File: config.mk
export PLATFORM = sky130hd
export DESIGN_NAME = msp_v1_response_frame_parser
export DESIGN_NICKNAME = d
export VERILOG_FILES = /design/src/mrfp_pkg.sv /design/src/mrfp_front.sv /design/src/mrfp_queue.sv /design/src/mrfp_back.sv /design/src/msp_v1_response_frame_parser.sv
export SDC_FILE = /design/constraint.sdc
export NUM_CORES = 1
export LEC_CHECK = 0
export ABC_AREA = 1
export CAP_MARGIN = 20
export CORE_MARGIN = 8
export CORE_UTILIZATION = 45
export DETAILED_ROUTE_END_ITERATION = 7
export DONT_BUFFER_PORTS = 1
export HOLD_SLACK_MARGIN = 0.02
export PLACE_DENSITY_LB_ADDON = 0.05
export SETUP_SLACK_MARGIN = 0.02
export SLEW_MARGIN = 20
export SYNTH_ARGS = -nofsm -noshare
export SYNTH_HDL_FRONTEND = slang
export SYNTH_SLANG_ARGS = --single-unit
File: constraint.sdc
create_clock -name aclk -period 4.83 [get_ports aclk]
set_clock_uncertainty 0.05 [all_clocks]
set_input_delay 0.966 -clock aclk [delete_from_list [all_inputs] [get_ports aclk]]
set_output_delay 0.966 -clock aclk [all_outputs]
set_load 0.01 [all_outputs]
File: src/mrfp_pkg.sv
// ----------------------------------------------------------------------------
// mrfp_pkg
// Shared types and constants for the response frame parser.
// ----------------------------------------------------------------------------
package mrfp_pkg;

    localparam logic [7:0] SYNC_DOLLAR = 8'h24;
    localparam logic [7:0] SYNC_M      = 8'h4D;
    localparam logic [7:0] SYNC_ARROW  = 8'h3E;

    localparam int QUEUE_DEPTH = 4;
    localparam int QPTR_W      = $clog2(QUEUE_DEPTH);
    localparam int QCNT_W      = $clog2(QUEUE_DEPTH + 1);

    localparam int TDATA_W = 40;

    typedef enum logic {
        KIND_PAYLOAD   = 1'b0,
        KIND_FRAME_END = 1'b1
    } kind_t;

    typedef struct packed {
        kind_t      kind;
        logic [7:0] command_id;
        logic [7:0] data_byte;
        logic [7:0] byte_index;
        logic [7:0] payload_length;
        logic       checksum_ok;
    } result_t;

    typedef struct packed {
        logic    push;
        result_t item;
    } push_t;

    typedef struct packed {
        logic    not_empty;
        result_t item;
    } head_t;

endpackage

File: src/mrfp_front.sv
// ----------------------------------------------------------------------------
// mrfp_front
// Accepts received bytes, tracks the frame phase and builds result items.
// ----------------------------------------------------------------------------
module mrfp_front (
    input  logic                aclk,
    input  logic                aresetn,
    input  logic                in_accept,
    input  logic [7:0]          rx_byte,
    output mrfp_pkg::push_t     push_out
);
    import mrfp_pkg::*;

    typedef enum logic [2:0] {
        PH_IDLE  = 3'd0,
        PH_M     = 3'd1,
        PH_ARROW = 3'd2,
        PH_LEN   = 3'd3,
        PH_CMD   = 3'd4,
        PH_DATA  = 3'd5,
        PH_CHECK = 3'd6,
        PH_SPARE = 3'd7
    } phase_t;

    phase_t     phase_reg, phase_next;
    logic [7:0] length_reg, length_next;
    logic [7:0] count_reg, count_next;
    logic [7:0] command_reg, command_next;
    logic [7:0] xor_reg, xor_next;
    logic [7:0] count_inc;

    assign count_inc = count_reg + 8'd1;

    always_comb begin
        phase_next    = phase_reg;
        length_next   = length_reg;
        count_next    = count_reg;
        command_next  = command_reg;
        xor_next      = xor_reg;
        push_out      = '0;
        push_out.item.command_id     = command_reg;
        push_out.item.payload_length = length_reg;
        if (in_accept) begin
            unique case (phase_reg)
                PH_M: begin
                    phase_next = (rx_byte == SYNC_M) ? PH_ARROW : PH_IDLE;
                end
                PH_ARROW: begin
                    phase_next = (rx_byte == SYNC_ARROW) ? PH_LEN : PH_IDLE;
                end
                PH_LEN: begin
                    length_next = rx_byte;
                    xor_next    = rx_byte;
                    phase_next  = PH_CMD;
                end
                PH_CMD: begin
                    command_next = rx_byte;
                    xor_next     = xor_reg ^ rx_byte;
                    phase_next   = (length_reg == 8'd0) ? PH_CHECK : PH_DATA;
                end
                PH_DATA: begin
                    push_out.push           = 1'b1;
                    push_out.item.kind      = KIND_PAYLOAD;
                    push_out.item.data_byte = rx_byte;
                    push_out.item.byte_index = count_reg;
                    xor_next   = xor_reg ^ rx_byte;
                    count_next = count_inc;
                    if (count_inc >= length_reg) begin
                        phase_next = PH_CHECK;
                    end
                end
                PH_CHECK: begin
                    push_out.push             = 1'b1;
                    push_out.item.kind        = KIND_FRAME_END;
                    push_out.item.checksum_ok = (rx_byte == xor_reg);
                    phase_next = PH_IDLE;
                end
                PH_IDLE, PH_SPARE: begin
                    length_next  = 8'd0;
                    count_next   = 8'd0;
                    command_next = 8'd0;
                    xor_next     = 8'd0;
                    phase_next   = (rx_byte == SYNC_DOLLAR) ? PH_M : PH_IDLE;
                end
                default: begin
                    phase_next = PH_IDLE;
                end
            endcase
        end
    end

    always_ff @(posedge aclk) begin
        if (!aresetn) begin
            phase_reg   <= PH_IDLE;
            length_reg  <= 8'd0;
            count_reg   <= 8'd0;
            command_reg <= 8'd0;
            xor_reg     <= 8'd0;
        end else begin
            phase_reg   <= phase_next;
            length_reg  <= length_next;
            count_reg   <= count_next;
            command_reg <= command_next;
            xor_reg     <= xor_next;
        end
    end

    // a zero-length frame never reaches the payload phase
    assert property (@(posedge aclk) disable iff (!aresetn)
        (phase_reg == PH_DATA) |-> (length_reg != 8'd0))
        else $error("payload phase with zero length");

endmodule

File: src/mrfp_queue.sv
// ----------------------------------------------------------------------------
// mrfp_queue
// Short result queue between the parser front and the output stage.
// ----------------------------------------------------------------------------
module mrfp_queue (
    input  logic               aclk,
    input  logic               aresetn,
    input  mrfp_pkg::push_t    push_in,
    input  logic               pop,
    output mrfp_pkg::head_t    head,
    output logic               full
);
    import mrfp_pkg::*;

    result_t              mem [QUEUE_DEPTH];
    logic [QPTR_W-1:0]    wptr_reg, wptr_next;
    logic [QPTR_W-1:0]    rptr_reg, rptr_next;
    logic [QCNT_W-1:0]    count_reg, count_next;
    logic                 do_pop;

    assign full           = (count_reg == QCNT_W'(QUEUE_DEPTH));
    assign head.not_empty = (count_reg != '0);
    assign head.item      = mem[rptr_reg];
    assign do_pop         = pop && head.not_empty;

    always_comb begin
        wptr_next  = push_in.push ? wptr_reg + 1'b1 : wptr_reg;
        rptr_next  = do_pop ? rptr_reg + 1'b1 : rptr_reg;
        count_next = count_reg;
        if (push_in.push && !do_pop) begin
            count_next = count_reg + 1'b1;
        end else if (!push_in.push && do_pop) begin
            count_next = count_reg - 1'b1;
        end
    end

    always_ff @(posedge aclk) begin
        if (push_in.push) begin
            mem[wptr_reg] <= push_in.item;
        end
    end

    always_ff @(posedge aclk) begin
        if (!aresetn) begin
            wptr_reg  <= '0;
            rptr_reg  <= '0;
            count_reg <= '0;
        end else begin
            wptr_reg  <= wptr_next;
            rptr_reg  <= rptr_next;
            count_reg <= count_next;
        end
    end

    assert property (@(posedge aclk) disable iff (!aresetn)
        !(push_in.push && full))
        else $error("push into full queue");

    assert property (@(posedge aclk) disable iff (!aresetn)
        count_reg <= QCNT_W'(QUEUE_DEPTH))
        else $error("queue count out of range");

    // occupancy agrees with the pointer distance
    assert property (@(posedge aclk) disable iff (!aresetn)
        (count_reg != QCNT_W'(QUEUE_DEPTH)) |->
        (QPTR_W'(wptr_reg - rptr_reg) == QPTR_W'(count_reg)))
        else $error("queue pointers disagree with count");

endmodule

File: src/mrfp_back.sv
// ----------------------------------------------------------------------------
// mrfp_back
// Output stage: takes results from the queue and holds the master transaction.
// ----------------------------------------------------------------------------
module mrfp_back (
    input  logic                          aclk,
    input  logic                          aresetn,
    input  mrfp_pkg::head_t               head,
    output logic                          pop,
    output logic                          m_tvalid,
    input  logic                          m_tready,
    output logic [mrfp_pkg::TDATA_W-1:0]  m_tdata,
    output logic                          m_tuser
);
    import mrfp_pkg::*;

    logic       valid_reg, valid_next;
    result_t    item_reg;

    assign pop = head.not_empty && (!valid_reg || m_tready);

    always_comb begin
        valid_next = valid_reg;
        if (pop) begin
            valid_next = 1'b1;
        end else if (m_tready) begin
            valid_next = 1'b0;
        end
    end

    always_ff @(posedge aclk) begin
        if (!aresetn) begin
            valid_reg <= 1'b0;
        end else begin
            valid_reg <= valid_next;
        end
    end

    always_ff @(posedge aclk) begin
        if (pop) begin
            item_reg <= head.item;
        end
    end

    assign m_tvalid = valid_reg;
    assign m_tuser  = item_reg.kind;
    assign m_tdata  = {7'd0,
                       item_reg.checksum_ok,
                       item_reg.payload_length,
                       item_reg.byte_index,
                       item_reg.data_byte,
                       item_reg.command_id};

    // a held result is never overwritten before it is taken
    assert property (@(posedge aclk) disable iff (!aresetn)
        pop |-> (!valid_reg || m_tready))
        else $error("output overwritten while stalled");

endmodule

File: src/msp_v1_response_frame_parser.sv
// ----------------------------------------------------------------------------
// msp_v1_response_frame_parser
// Recognizes '$' 'M' '>' length command payload checksum response frames.
// ----------------------------------------------------------------------------
// One received byte is accepted per cycle while s_tready is high. Each payload
// byte yields a result transaction, and the checksum byte a frame-end
// transaction with the declared length and the checksum verdict. A four-entry
// result queue and an output register separate the input from the result
// channel, so input bytes keep flowing while results wait; s_tready drops only
// when the queue is full, which sets the rate under sustained back-pressure.
module msp_v1_response_frame_parser (
    input  logic                          aclk,
    input  logic                          aresetn,
    input  logic                          s_tvalid,
    output logic                          s_tready,
    input  logic [7:0]                    s_tdata,   // rx_byte
    output logic                          m_tvalid,
    input  logic                          m_tready,
    // command_id, data_byte, byte_index, payload_length, checksum_ok, zero pad
    output logic [mrfp_pkg::TDATA_W-1:0]  m_tdata,
    output logic                          m_tuser    // result_kind
);
    import mrfp_pkg::*;

    push_t  push_bus;
    head_t  head_bus;
    logic   full;
    logic   pop;

    assign s_tready = !full;

    mrfp_front u_front (
        .aclk      (aclk),
        .aresetn   (aresetn),
        .in_accept (s_tvalid && s_tready),
        .rx_byte   (s_tdata),
        .push_out  (push_bus)
    );

    mrfp_queue u_queue (
        .aclk     (aclk),
        .aresetn  (aresetn),
        .push_in  (push_bus),
        .pop      (pop),
        .head     (head_bus),
        .full     (full)
    );

    mrfp_back u_back (
        .aclk     (aclk),
        .aresetn  (aresetn),
        .head     (head_bus),
        .pop      (pop),
        .m_tvalid (m_tvalid),
        .m_tready (m_tready),
        .m_tdata  (m_tdata),
        .m_tuser  (m_tuser)
    );

endmodule

==> run metrics <==
outcome=finished, final reports clean; IO Count=55; sequential area share after synthesis=68.6%; hold buffers post-CTS=0; share of cells above drive strength 1=9.72%; Starting Density=45.3%; asr flop ratio synth=0%; DRC Markers=0; GRT Overall Usage=15.7%; DP HPWL=11500 um; placed cell areas=8930 um2; Data required, critical path=5.16 ns; Die X=155 um; CP endpoint kind=register; Worst Hold Class=register to register; vias in the first global route=5298; Util after Layout=51.0%; initial antenna violation count=0; P&R area growth vs syn=12.5%; DR vias=5429; worst-path cell chain=inv_2 > nor2_2 > nand2_1 > nor2_2 > nor2_2 > inv_2 > ha_1 > inv_1 > fa_1 > a21oi_1 > o21ai_0 > o21ai_0 > a21oi_1; Yosys Warn Count=0; syn_area_per_cell=11.4 um2; first-pass GRT wire length=29500 um; # rows=51; Slowest cell on crit path=nor2_2; Crit Path Category=register to register; final period utilization=59.8%; Worst-path clk slew=0.06 ns; Worst IR Drop VDD=0.000325 V; CP Max Fanout=11; Cells after DPL=1003; Synth cell types=37; Pins Over Slew Limit=0; WP data arrival=3.22 ns; Syn Inst Count=760; H-tree depth=1; Die Y=155 um; nets@finish=791; total gr overflow=0; max cap viols=0; DR WL/cell=17.9 um; Setup violations, final=0; Setup crit start kind=register; postcts setup bufs=0; Power Total=5.45 mW; routability congestion estimate from global placement=0.810; LEAKAGE=3.47 nW; RSZ-0062 raised after global routing=false; Post-synth EDFFs=170; Layout Cells excl Fill=1047; root buf cell=clkbuf_16; Antenna diodes=0; Final Hold Viols=0; Largest register FFs=136; Synth area leaders=edfxtp_1, dfxtp_1, nor2_1; Num CTS Buffers=24; Synth top area share=58.7%; min Tclk post-route=2.89 ns; Primary FF master, synth=edfxtp_1; largest net degree at the start of global routing=70; CTS max path bufs=3; TritonCTS clock tree=built; Worst-Skew Late Latency=0.50 ns; drt first pass iters=5; #FFs+latches synth=213; initial DRC count=265; CTS Sinks=213; Mapped Area=8700 um2; Worst Tran Pin Value=0.742 ns; core area=19200 um2; final WL=18800 um; fin area=9790 um2; die area=24000 um2; fmax=0.346 GHz; Pwr Density=556 nW/um2; Antenna Violating Nets Remaining=0; Setup TNS=0 ns; Worst slew margin=50.5%; Max stage delay on crit path=0.58 ns; IO Port Bufs=0; cell taking the most area after synthesis=edfxtp_1; Via density=5.19; post_cts resized=0; Top reg by flops=u_queue.mem; Most Frequent Cell on Critical Path=nor2_2
==> metrics by stage <==
stage	worst slack (ns)	hold WS [ns]
after CTS	1.95	0.417
final	1.94	0.411
after detailed placement	1.64	0.406
after global placement	1.68	0.395
after global routing	1.74	0.432
after floorplan	0.656	0.383
==> worst paths after layout <==
| check | slack (ns) | from | to | cells after the start |
|---|---|---|---|---|
| max | 1.94 | u_front.phase_reg[2] | u_queue.count_reg[2] | 13 |
| min | 0.41 | u_front.xor_reg[6] | u_front.xor_reg[6] | 2 |
| max reg2reg | 1.94 | u_front.phase_reg[2] | u_queue.count_reg[2] | 13 |
| min reg2reg | 0.41 | u_front.xor_reg[6] | u_front.xor_reg[6] | 2 |
==> cells by family after synthesis <==
| logic type | share of synthesized area (%) |
|---|---|
| AND/OR/NAND/NOR | 11.0 |
| flip-flops | 68.6 |
| AO/OA/AOI/OAI | 11.1 |
| buffers and inverters | 5.80 |
| adder cells (fa/ha/maj) | 2.24 |
| XOR/XNOR | 1.31 |
| other | 0.0431 |
==> final cells by class <==
class / instances / area, um2
clock buffer: 28 / 657
fill: 1694 / 9420
tap: 265 / 332
clock inverter: 16 / 206
multi-input combinational: 442 / 2280
inverter: 74 / 283
sequential: 213 / 5970
timing repair buffer: 9 / 67.6
==> synth_stat cells, types with 7 or more instances <==
master,instances
a21oi_1,39
nand2_1,73
clkbuf_1,19
edfxtp_1,170
o21ai_0,87
buf_4,7
o22ai_1,42
ha_1,14
inv_1,67
nand3_1,14
xnor2_1,8
nor2_1,121
dfxtp_1,43
==> metal layers <==
layer	vias to the layer above	track usage, %	share of wire [%]
met5	-	0	0
met2	111	25.6	46
met4	0	3.64	1.1
met3	18	2.72	4.8
li1	2637	-	-
met1	2663	21.5	48
==> worst max-delay path: cells and delay by family (launching register included) <==
family / cells / cell delay, ns
flops: 1 / 0.41
buf+inv: 3 / 0.27
fa+ha+maj: 2 / 0.53
simple gates: 4 / 1.06
compound gates: 4 / 0.46
==> layout by cell type, fill, tap and decap left out, drive strengths merged, types with 2 or more instances in the layout <==
master	n
bufinv	5
clkbuf	28
clkinv	10
nand2	75
a21oi	39
buf	9
clkinvlp	2
xnor2	8
nor3	6
o22ai	42
o21ai	94
edfxtp	170
ha	14
conb	7
inv	73
nor2	129
xor2	5
nand4	3
nand3	15
dfxtp	43
==> power breakdown <==
group | switching (mW) | internal [mW]
sequential | 0.230 | 2.33
clock | 0.693 | 1.24
combinational | 0.679 | 0.281
No activity file was read; power rests on OpenSTA's default activity.
